--- src/sv/chbd_pkg.sv ---
// Shared types and constants for the HTTP chunked body decoder.
// No dependencies; imported by every module of the block.
package chbd_pkg;

    // Byte codes seen on the wire
    localparam logic [7:0] CH_CR   = 8'd13;
    localparam logic [7:0] CH_LF   = 8'd10;
    localparam logic [7:0] CH_SEMI = 8'd59;

    // Most hex digits on one chunk-size line
    localparam logic [4:0] MAX_DIGITS = 5'd16;

    // Configuration register indexes
    localparam logic [1:0] REG_MAX_CHUNK        = 2'd0;
    localparam logic [1:0] REG_MAX_BODY         = 2'd1;
    localparam logic [1:0] REG_MAX_SIZE_LINE    = 2'd2;
    localparam logic [1:0] REG_MAX_TRAILER_LINE = 2'd3;

    // Configuration reset values
    localparam logic [31:0] RST_MAX_CHUNK        = 32'd16777216;
    localparam logic [47:0] RST_MAX_BODY         = 48'd67108864;
    localparam logic [15:0] RST_MAX_SIZE_LINE    = 16'd4096;
    localparam logic [15:0] RST_MAX_TRAILER_LINE = 16'd8192;

    typedef enum logic [1:0] {
        MODE_DATA    = 2'd0,
        MODE_EOS     = 2'd1,
        MODE_RESTART = 2'd2
    } mode_t;

    typedef enum logic [3:0] {
        PH_FIRST      = 4'd0,
        PH_DIGITS     = 4'd1,
        PH_EXT        = 4'd2,
        PH_SIZE_LF    = 4'd3,
        PH_DATA       = 4'd4,
        PH_DATA_CR    = 4'd5,
        PH_DATA_LF    = 4'd6,
        PH_TRAILER    = 4'd7,
        PH_TRAILER_LF = 4'd8,
        PH_DONE       = 4'd9,
        PH_ERROR      = 4'd10
    } phase_t;

    typedef enum logic [2:0] {
        K_BODY     = 3'd0,
        K_TRAILER  = 3'd1,
        K_LINE_END = 3'd2,
        K_DONE     = 3'd3,
        K_ERROR    = 3'd4
    } kind_t;

    typedef enum logic [1:0] {
        ERR_NONE      = 2'd0,
        ERR_MALFORMED = 2'd1,
        ERR_LIMIT     = 2'd2,
        ERR_EOS_DATA  = 2'd3
    } err_t;

    // Limit registers as seen by the parser
    typedef struct packed {
        logic [31:0] max_chunk;
        logic [47:0] max_body;
        logic [15:0] max_size_line;
        logic [15:0] max_trailer_line;
    } cfg_t;

    // One result item
    typedef struct packed {
        logic       valid;
        logic [7:0] out_byte;
        kind_t      kind;
        err_t       error_code;
    } res_t;

    typedef struct packed {
        logic       ok;
        logic [3:0] val;
    } hex_t;

    // ASCII hex digit decode, either case
    function automatic hex_t hex_decode(input logic [7:0] c);
        hex_t h;
        h.ok  = 1'b0;
        h.val = 4'd0;
        if (c >= 8'd48 && c <= 8'd57) begin
            h.ok  = 1'b1;
            h.val = 4'(c - 8'd48);
        end
        else if (c >= 8'd97 && c <= 8'd102) begin
            h.ok  = 1'b1;
            h.val = 4'(c - 8'd87);
        end
        else if (c >= 8'd65 && c <= 8'd70) begin
            h.ok  = 1'b1;
            h.val = 4'(c - 8'd55);
        end
        return h;
    endfunction

endpackage

--- src/sv/chbd_cfg.sv ---
// Limit registers of the chunked body decoder, written over the config channel.
// Depends on chbd_pkg.
module chbd_cfg (
    input  logic                clk,
    input  logic                rst_n,
    input  logic                cfg_valid,
    output logic                cfg_ready,
    input  logic [1:0]          cfg_index,
    input  logic [47:0]         cfg_data,
    output chbd_pkg::cfg_t      cfg
);
    import chbd_pkg::*;

    cfg_t cfg_reg;

    // Writes are always taken
    assign cfg_ready = 1'b1;
    assign cfg       = cfg_reg;

    // Register file
    always_ff @(posedge clk or negedge rst_n)
    begin
        if (!rst_n)
        begin
            cfg_reg.max_chunk        <= RST_MAX_CHUNK;
            cfg_reg.max_body         <= RST_MAX_BODY;
            cfg_reg.max_size_line    <= RST_MAX_SIZE_LINE;
            cfg_reg.max_trailer_line <= RST_MAX_TRAILER_LINE;
        end
        else if (cfg_valid)
        begin
            case (cfg_index)
                REG_MAX_CHUNK:        cfg_reg.max_chunk        <= cfg_data[31:0];
                REG_MAX_BODY:         cfg_reg.max_body         <= cfg_data;
                REG_MAX_SIZE_LINE:    cfg_reg.max_size_line    <= cfg_data[15:0];
                REG_MAX_TRAILER_LINE: cfg_reg.max_trailer_line <= cfg_data[15:0];
                default:              cfg_reg <= cfg_reg;
            endcase
        end
    end

endmodule

--- src/sv/chbd_parser.sv ---
// Chunked-encoding parser: phase machine, size accumulator, counters and
// the result of one byte per step. Depends on chbd_pkg.
module chbd_parser (
    input  logic                clk,
    input  logic                rst_n,
    input  logic                step,
    input  logic [1:0]          mode,
    input  logic [7:0]          in_byte,
    input  chbd_pkg::cfg_t      cfg,
    output chbd_pkg::res_t      res
);
    import chbd_pkg::*;

    phase_t      phase_reg, phase_next;
    logic [63:0] chunk_rem_reg, chunk_rem_next;
    logic [4:0]  digit_cnt_reg, digit_cnt_next;
    logic [63:0] body_total_reg, body_total_next;
    logic [15:0] line_len_reg, line_len_next;
    logic [63:0] sum_reg, sum_next;

    hex_t        hx;
    logic [64:0] sum_wide;
    logic        size_line_full;
    logic        trailer_line_full;
    logic        chunk_over;
    logic        body_over;
    logic        eos_in_data;

    // Saturating body total plus current size; registered every cycle. The
    // CR that enters PH_SIZE_LF leaves both operands unchanged, so the value
    // is current when the LF arrives.
    assign sum_wide = {1'b0, body_total_reg} + {1'b0, chunk_rem_reg};
    assign sum_next = sum_wide[64] ? {64{1'b1}} : sum_wide[63:0];

    always_ff @(posedge clk)
    begin
        sum_reg <= sum_next;
    end

    // Per-byte checks
    assign hx                = hex_decode(in_byte);
    assign size_line_full    = (line_len_reg >= cfg.max_size_line);
    assign trailer_line_full = (line_len_reg >= cfg.max_trailer_line);
    assign chunk_over        = (chunk_rem_reg[63:32] != 32'd0) ||
                               (chunk_rem_reg[31:0] > cfg.max_chunk);
    assign body_over         = (sum_reg[63:48] != 16'd0) ||
                               (sum_reg[47:0] > cfg.max_body);
    assign eos_in_data       = (phase_reg == PH_DATA) || (phase_reg == PH_DATA_CR) ||
                               (phase_reg == PH_DATA_LF);

    // Next state
    always_comb
    begin
        phase_next      = phase_reg;
        chunk_rem_next  = chunk_rem_reg;
        digit_cnt_next  = digit_cnt_reg;
        body_total_next = body_total_reg;
        line_len_next   = line_len_reg;
        if (step)
        begin
            if (mode == MODE_RESTART)
            begin
                phase_next      = PH_FIRST;
                chunk_rem_next  = 64'd0;
                digit_cnt_next  = 5'd0;
                body_total_next = 64'd0;
                line_len_next   = 16'd0;
            end
            else if ((mode == MODE_EOS) && (phase_reg != PH_DONE) &&
                     (phase_reg != PH_ERROR))
            begin
                phase_next = PH_ERROR;
            end
            else if ((mode == MODE_DATA) && (phase_reg != PH_DONE) &&
                     (phase_reg != PH_ERROR))
            begin
                case (phase_reg)
                    PH_FIRST:
                    begin
                        if (size_line_full || !hx.ok)
                            phase_next = PH_ERROR;
                        else
                        begin
                            line_len_next  = line_len_reg + 16'd1;
                            chunk_rem_next = {60'd0, hx.val};
                            digit_cnt_next = 5'd1;
                            phase_next     = PH_DIGITS;
                        end
                    end
                    PH_DIGITS:
                    begin
                        if (in_byte == CH_CR)
                            phase_next = PH_SIZE_LF;
                        else if (size_line_full)
                            phase_next = PH_ERROR;
                        else
                        begin
                            line_len_next = line_len_reg + 16'd1;
                            if (hx.ok)
                            begin
                                if (digit_cnt_reg >= MAX_DIGITS)
                                    phase_next = PH_ERROR;
                                else
                                begin
                                    chunk_rem_next = {chunk_rem_reg[59:0], hx.val};
                                    digit_cnt_next = digit_cnt_reg + 5'd1;
                                end
                            end
                            else if (in_byte != CH_SEMI)
                                phase_next = PH_ERROR;
                            else
                                phase_next = PH_EXT;
                        end
                    end
                    PH_EXT:
                    begin
                        if (in_byte == CH_CR)
                            phase_next = PH_SIZE_LF;
                        else if (size_line_full)
                            phase_next = PH_ERROR;
                        else
                            line_len_next = line_len_reg + 16'd1;
                    end
                    PH_SIZE_LF:
                    begin
                        if ((in_byte != CH_LF) || chunk_over)
                            phase_next = PH_ERROR;
                        else
                        begin
                            line_len_next  = 16'd0;
                            digit_cnt_next = 5'd0;
                            if (chunk_rem_reg == 64'd0)
                                phase_next = PH_TRAILER;
                            else
                            begin
                                body_total_next = sum_reg;
                                phase_next      = body_over ? PH_ERROR : PH_DATA;
                            end
                        end
                    end
                    PH_DATA:
                    begin
                        chunk_rem_next = chunk_rem_reg - 64'd1;
                        if (chunk_rem_reg == 64'd1)
                            phase_next = PH_DATA_CR;
                    end
                    PH_DATA_CR:
                    begin
                        phase_next = (in_byte == CH_CR) ? PH_DATA_LF : PH_ERROR;
                    end
                    PH_DATA_LF:
                    begin
                        if (in_byte != CH_LF)
                            phase_next = PH_ERROR;
                        else
                        begin
                            line_len_next = 16'd0;
                            phase_next    = PH_FIRST;
                        end
                    end
                    PH_TRAILER:
                    begin
                        if (in_byte == CH_CR)
                            phase_next = PH_TRAILER_LF;
                        else if (trailer_line_full)
                            phase_next = PH_ERROR;
                        else
                            line_len_next = line_len_reg + 16'd1;
                    end
                    PH_TRAILER_LF:
                    begin
                        if (in_byte != CH_LF)
                            phase_next = PH_ERROR;
                        else if (line_len_reg == 16'd0)
                            phase_next = PH_DONE;
                        else
                        begin
                            line_len_next = 16'd0;
                            phase_next    = PH_TRAILER;
                        end
                    end
                    default:
                    begin
                        phase_next = phase_reg;
                    end
                endcase
            end
        end
    end

    // Result of this step
    always_comb
    begin
        res = '{valid: 1'b0, out_byte: 8'd0, kind: K_BODY, error_code: ERR_NONE};
        if (step && (mode != MODE_RESTART) && (phase_reg != PH_DONE) &&
            (phase_reg != PH_ERROR))
        begin
            if (mode == MODE_EOS)
            begin
                res.valid      = 1'b1;
                res.kind       = K_ERROR;
                res.error_code = eos_in_data ? ERR_EOS_DATA : ERR_MALFORMED;
            end
            else if (mode == MODE_DATA)
            begin
                case (phase_reg)
                    PH_FIRST:
                    begin
                        if (size_line_full || !hx.ok)
                        begin
                            res.valid      = 1'b1;
                            res.kind       = K_ERROR;
                            res.error_code = size_line_full ? ERR_LIMIT : ERR_MALFORMED;
                        end
                    end
                    PH_DIGITS:
                    begin
                        if (in_byte != CH_CR)
                        begin
                            if (size_line_full || (hx.ok && (digit_cnt_reg >= MAX_DIGITS)))
                            begin
                                res.valid      = 1'b1;
                                res.kind       = K_ERROR;
                                res.error_code = ERR_LIMIT;
                            end
                            else if (!hx.ok && (in_byte != CH_SEMI))
                            begin
                                res.valid      = 1'b1;
                                res.kind       = K_ERROR;
                                res.error_code = ERR_MALFORMED;
                            end
                        end
                    end
                    PH_EXT:
                    begin
                        if ((in_byte != CH_CR) && size_line_full)
                        begin
                            res.valid      = 1'b1;
                            res.kind       = K_ERROR;
                            res.error_code = ERR_LIMIT;
                        end
                    end
                    PH_SIZE_LF:
                    begin
                        if (in_byte != CH_LF)
                        begin
                            res.valid      = 1'b1;
                            res.kind       = K_ERROR;
                            res.error_code = ERR_MALFORMED;
                        end
                        else if (chunk_over ||
                                 ((chunk_rem_reg != 64'd0) && body_over))
                        begin
                            res.valid      = 1'b1;
                            res.kind       = K_ERROR;
                            res.error_code = ERR_LIMIT;
                        end
                    end
                    PH_DATA:
                    begin
                        res.valid    = 1'b1;
                        res.out_byte = in_byte;
                        res.kind     = K_BODY;
                    end
                    PH_DATA_CR:
                    begin
                        if (in_byte != CH_CR)
                        begin
                            res.valid      = 1'b1;
                            res.kind       = K_ERROR;
                            res.error_code = ERR_MALFORMED;
                        end
                    end
                    PH_DATA_LF:
                    begin
                        if (in_byte != CH_LF)
                        begin
                            res.valid      = 1'b1;
                            res.kind       = K_ERROR;
                            res.error_code = ERR_MALFORMED;
                        end
                    end
                    PH_TRAILER:
                    begin
                        if (in_byte != CH_CR)
                        begin
                            res.valid = 1'b1;
                            if (trailer_line_full)
                            begin
                                res.kind       = K_ERROR;
                                res.error_code = ERR_LIMIT;
                            end
                            else
                            begin
                                res.out_byte = in_byte;
                                res.kind     = K_TRAILER;
                            end
                        end
                    end
                    PH_TRAILER_LF:
                    begin
                        res.valid = 1'b1;
                        if (in_byte != CH_LF)
                        begin
                            res.kind       = K_ERROR;
                            res.error_code = ERR_MALFORMED;
                        end
                        else
                            res.kind = (line_len_reg == 16'd0) ? K_DONE : K_LINE_END;
                    end
                    default:
                    begin
                        res.valid = 1'b0;
                    end
                endcase
            end
        end
    end

    // State registers
    always_ff @(posedge clk or negedge rst_n)
    begin
        if (!rst_n)
        begin
            phase_reg      <= PH_FIRST;
            chunk_rem_reg  <= 64'd0;
            digit_cnt_reg  <= 5'd0;
            body_total_reg <= 64'd0;
            line_len_reg   <= 16'd0;
        end
        else
        begin
            phase_reg      <= phase_next;
            chunk_rem_reg  <= chunk_rem_next;
            digit_cnt_reg  <= digit_cnt_next;
            body_total_reg <= body_total_next;
            line_len_reg   <= line_len_next;
        end
    end

    // An error result always parks the machine in the error phase
    a_err_parks: assert property (@(posedge clk) disable iff (!rst_n)
        (res.valid && (res.kind == K_ERROR)) |=> (phase_reg == PH_ERROR))
        else $error("error result without error phase");

    // A chunk in its data phase always has bytes left
    a_data_nonzero: assert property (@(posedge clk) disable iff (!rst_n)
        (phase_reg == PH_DATA) |-> (chunk_rem_reg != 64'd0))
        else $error("data phase with empty chunk");

    // Digit count never passes the limit
    a_digit_bound: assert property (@(posedge clk) disable iff (!rst_n)
        digit_cnt_reg <= MAX_DIGITS)
        else $error("digit count overflow");

    // Done result only from the end of a blank trailer line
    a_done_src: assert property (@(posedge clk) disable iff (!rst_n)
        (res.valid && (res.kind == K_DONE)) |-> (phase_reg == PH_TRAILER_LF))
        else $error("done result from wrong phase");

endmodule

--- src/sv/http_chunked_body_decoder.sv ---
// A result reaches m_* through the input register, the parser step and the
// output register after its input transaction is accepted.
// Throughput: one byte per cycle; s_tready drops only while the input register
// holds a byte and a waiting result has m_tready low.
// Reset (rst_n low, asynchronous): parser to first size digit, counters to
// zero, limit registers to defaults, both stages empty. No clearing pass.
module http_chunked_body_decoder (
    input  logic        clk,
    input  logic        rst_n,
    // Input stream
    input  logic        s_tvalid,
    output logic        s_tready,
    input  logic [7:0]  s_tdata,   // [7:0] in_byte
    input  logic [1:0]  s_tuser,   // [1:0] mode
    // Result stream
    output logic        m_tvalid,
    input  logic        m_tready,
    output logic [7:0]  m_tdata,   // [7:0] out_byte
    output logic [4:0]  m_tuser,   // [2:0] kind, [4:3] error_code
    // Configuration writes
    input  logic        cfg_valid,
    output logic        cfg_ready,
    input  logic [1:0]  cfg_index,
    input  logic [47:0] cfg_data
);
    import chbd_pkg::*;

    cfg_t       cfg;
    res_t       res;
    logic       in_valid_reg;
    logic [1:0] in_mode_reg;
    logic [7:0] in_byte_reg;
    logic       out_valid_reg;
    logic [7:0] out_byte_reg;
    logic [4:0] out_user_reg;
    logic       advance;

    // Pipeline control
    assign advance  = in_valid_reg && (!out_valid_reg || m_tready);
    assign s_tready = !in_valid_reg || advance;

    chbd_cfg u_cfg (
        .clk       (clk),
        .rst_n     (rst_n),
        .cfg_valid (cfg_valid),
        .cfg_ready (cfg_ready),
        .cfg_index (cfg_index),
        .cfg_data  (cfg_data),
        .cfg       (cfg)
    );

    chbd_parser u_parser (
        .clk     (clk),
        .rst_n   (rst_n),
        .step    (advance),
        .mode    (in_mode_reg),
        .in_byte (in_byte_reg),
        .cfg     (cfg),
        .res     (res)
    );

    // Input register
    always_ff @(posedge clk or negedge rst_n)
    begin
        if (!rst_n)
            in_valid_reg <= 1'b0;
        else if (s_tready)
            in_valid_reg <= s_tvalid;
    end

    always_ff @(posedge clk)
    begin
        if (s_tready && s_tvalid)
        begin
            in_mode_reg <= s_tuser;
            in_byte_reg <= s_tdata;
        end
    end

    // Output register
    always_ff @(posedge clk or negedge rst_n)
    begin
        if (!rst_n)
            out_valid_reg <= 1'b0;
        else if (advance && res.valid)
            out_valid_reg <= 1'b1;
        else if (m_tready)
            out_valid_reg <= 1'b0;
    end

    always_ff @(posedge clk)
    begin
        if (advance && res.valid)
        begin
            out_byte_reg <= res.out_byte;
            out_user_reg <= {res.error_code, res.kind};
        end
    end

    assign m_tvalid = out_valid_reg;
    assign m_tdata  = out_byte_reg;
    assign m_tuser  = out_user_reg;

    // A pending result is never overwritten
    a_no_overwrite: assert property (@(posedge clk) disable iff (!rst_n)
        (out_valid_reg && !m_tready) |-> !advance)
        else $error("result overwritten");

    // The parser steps only on a held input transaction
    a_step_held: assert property (@(posedge clk) disable iff (!rst_n)
        advance |-> in_valid_reg)
        else $error("step without input");

    // A result taken with no new one leaves the output empty
    a_out_drain: assert property (@(posedge clk) disable iff (!rst_n)
        (out_valid_reg && m_tready && !(advance && res.valid)) |=> !out_valid_reg)
        else $error("output did not drain");

endmodule

--- config.mk ---
export PLATFORM = sky130hd
export DESIGN_NAME = http_chunked_body_decoder
export DESIGN_NICKNAME = d
export VERILOG_FILES = /design/src/sv/chbd_pkg.sv /design/src/sv/chbd_cfg.sv /design/src/sv/chbd_parser.sv /design/src/sv/http_chunked_body_decoder.sv
export SDC_FILE = /design/constraint.sdc
export NUM_CORES = 1
export LEC_CHECK = 0
export BUFFER_PORTS_ARGS = -buffer_cell sky130_fd_sc_hd__buf_4
export CORE_MARGIN = 4
export CORE_UTILIZATION = 59
export DETAILED_ROUTE_END_ITERATION = 8
export PLACE_DENSITY_LB_ADDON = 0.25
export SYNTH_ARGS = -nofsm -noshare
export SYNTH_HDL_FRONTEND = slang
export SYNTH_SLANG_ARGS = --single-unit
--- constraint.sdc ---
create_clock -name clk -period 8.95 [get_ports clk]
set_input_delay 1.3425 -clock clk [delete_from_list [all_inputs] [get_ports clk]]
set_output_delay 1.3425 -clock clk [all_outputs]
set_load 0.02 [all_outputs]
==> metrics.md <==
| Metric | Value |
|---|---|
| Status | finished clean |
| Worst vdd ir | 171 uV |
| DR iter-0 viols | 1,709 |
| Reg2reg start | u_parser.chunk_rem_reg[0] |
| HP Class | register to register |
| Vias | between 15,000 and 20,000 |
| Core area | ~0.037 mm2 |
| Fill cell count | about 3,000 |
| Cts hold-fix bufs | 0 |
| Starting density of the core | 60.1% |
| Power Internal | 3.33 mW |
| Area of the multi-input gates | 0.0124 mm2 |
| TritonCTS clock tree | built |
| Worst Skew | 29.3 ps |
| Max clock buf depth | 3 |
| Sequential share of power | 38.2% |
| Power share of the combinational group | 27.9% |
| Storage element area | ~0.0087 mm2 |
| Yosys reg bits | 354 |
| Crit path capture | u_parser.sum_reg[55] |
| Synth top cells by count | nand2_1, o21ai_0, dfrtp_1 |
| PwrDens | 210 mW/mm2 |
| Element type at the critical path start | register |
| Clk_lat worst skew | between 500 and 600 ps |
| GPL Wtd Cong | 0.984 |
| Switching share of power | between 30 and 40% |
| CP Data Required Time | about 9400 ps |
| Clock Pin Slew Worst Setup and Hold Paths | 60 ps |
| Netlist cell types | 91 |
| Synth Flop Type | dfrtp_1 |
| WL final | 60,300 um |
| Post-synth EDFFs | 23 |
| Sequential area share after synthesis | 39.2% |
| CTS resizes | 0 |
| CP delay by family, top | compound AO/OA/AOI/OAI gates |
| Syn_area_per_cell | 8.70 um2 |
| Post-synth top area cell | dfrtp_1 |
| Max-Cap Viols | 0 |
| Final core occ | 66.1% |
| Final Max Tran Viols | 0 |
| Initial antenna violation count | 0 |
| Share of cells above drive strength 1 | ~11% |
| Antenna diodes | 0 |
| First drt pass iteration count | 5 |
| Leak Pwr | 11.3 nW |
| Setup TNS Final | 0 ps |
| Worst setup EP type | register |
| Post-Syn Nets | 2,794 |
| Min Tclk post-route | between 4000 and 5000 ps |
| Routed wire length per instance | between 15 and 20 um |
| CP Launch Point | u_parser.chunk_rem_reg[0] |
| Residual DRC | 0 |
| Most frequent cell after synthesis | nand2_1 |
| Number of flip-flops in the largest register | about 110 |
| Total GRT Usage | 29.3% |
| Post-route ant nets | 0 |
| Critical Path Stages | 14 |
| Largest net degree at the start of global routing | about 150 |
| Chip height | around 200 um |
| Post-Synthesis Cell Area | 0.0221 mm2 |
| Slew HR | 23.4% |
| CP max-delay cell | a2111oi_0 |
| FF-to-FF path depth | 14 |
| Post-CTS Setup Inserts | 0 |
| Critical-path cell list | ha_1, inv_1, fa_1, nand2b_1, a21oi_1, o21a_1, o211ai_1, a2111oi_0, or2_1, a31oi_2, a21oi_1, o22ai_4, buf_4, o21ai_0 |
| Yosys warnings | 0 |
| Hold Crit Start | u_parser.sum_reg[37] |
| Tcrit/Tclk final | 52.3% |
| Hold path cells | 2 |
| Most used cell, CP | a21oi_1 |
| CP arrival | 5150 ps |
| Number of global-route vias before repair | around 19,000 |
| I/O pins | just over 80 |
| CP Buf/Inv Count | 2 |
| Most area-consuming cells after synthesis | dfrtp_1, ha_1, o21ai_0, nand2_1, dfxtp_1 |
| RR Endpoint | u_parser.sum_reg[55] |
| Clock share of power | 33.9% |
| Worst-path fanout max | 32 |
| Final number of setup-violating endpoints | 0 |
| Area growth, synth to finish | 9.93% |
| Fin nets | 2,805 |
| Clk sinks | between 300 and 400 |
| Cell count after synthesis | 2,543 |
| TritonCTS Buffers | 40 |
| Total gr overflow | 0 |
| Unrepaired setup endpoints after global routing | false |
| Rows | 70 |
| DP HPWL | between 40,000 and 50,000 um |
| CTS Root Cell | clkbuf_16 |
| FFs w/ async S/R, synth | 75.4% |
| Max incr delay on CP | a little over 800 ps |
| Actual slew at the worst max-slew pin | 1150 ps |
| Reg2Reg Setup Slack | 4270 ps |
| Width of the die | 202 um |
| Vias per Instance | 6.32 |
| First-pass GRT wire length | 99,000 um |
| H-tree depth | 2 |
| FMAX | 214 MHz |
| P_sw | 1.76 mW |
| Critical path type | register to register |
| Share of the synthesized area in the top cell type | 29.8% |
| Number of buffers added on ports | 79 |
| Die footprint | 0.0406 mm2 |
| Hold Violations, Final | 0 |
[worst register-to-register path: cells and delay by family (launching register included)]
family	cells	cell delay, ps
flip-flops	1	470
AND/OR/NAND/NOR	2	480
buffers and inverters	2	430
AO/OA/AOI/OAI	8	2580
adder cells (fa/ha/maj)	2	640
[final cells by class]
class | count | share of cell area, %
Tap cell | 468 | 2.41
Clock inverter | 17 | 0.860
Sequential cell | 354 | 35.6
Inverter | 159 | 2.46
Clock buffer | 57 | 4.84
Multi-Input combinational cell | 1907 | 50.9
Timing Repair Buffer | 92 | 2.92
[worst min-delay path by stage]
| stage | end | slack [ps] |
|---|---|---|
| 6_report | u_parser.body_total_reg[37] | 450 |
| 5_1_grt | u_parser.body_total_reg[9] | 470 |
| 4_1_cts | u_parser.body_total_reg[37] | 450 |
| 3_5_place_dp | u_parser.body_total_reg[62] | 450 |
| 3_3_place_gp | u_parser.body_total_reg[50] | 440 |
| 2_1_floorplan | u_parser.body_total_reg[48] | 430 |
[power by group through the flow]
stage	Sequential (mW)	Combinational (mW)	Clock, mW
after floorplan	1.93	0.991	0
after global placement	1.96	1.36	0
after detailed placement	1.97	1.39	0
after CTS	1.94	1.40	1.76
after global routing	1.97	1.58	1.82
final	1.94	1.42	1.73
[cell families after synthesis]
kind of cell	count (synthesis)	synth area share, %
compound gates	771	21.1
xor+xnor	59	2.34
fa+ha+maj	186	10.6
buf+inv	282	5.13
flops	354	39.2
mux	86	4.35
other cells	1	0.0170
simple gates	804	17.3
[routing by layer]
layer | routed length, um | track usage, % | share of wire, %
met1 | 25700 | 38.8 | 43
met2 | 28700 | 49.3 | 48
met3 | 3720 | 3.74 | 6.2
met4 | 2170 | 11.3 | 3.6
met5 | 0 | 0 | 0
[stage by stage]
stage / hold slack, ps / std cells / total power, mW / setup WS [ps] / area [um2]
global placement: 437 / 2980 / 3.32 / 4350 / 22900
detailed placement: 446 / 2980 / 3.36 / 4240 / 22900
global route: 468 / 3054 / 5.37 / 3950 / 24300
floorplan: 432 / 2543 / 2.92 / 5750 / 22100
finish: 450 / 3054 / 5.09 / 4270 / 24300
CTS: 454 / 3054 / 5.10 / 4180 / 24300
[cells in the final DEF (no fill, tap or decap), drive strengths merged, types with 44 or more instances in the layout]
cell type	n
nand2	350
o21ai	303
dfrtp	263
a21oi	186
ha	185
inv	159
nor2	151
buf	92
mux2	81
nor3	66
a21o	64
dfxtp	64
clkbuf	57
nand4	47
nand3	44
Power figures use the tool's default switching activity.
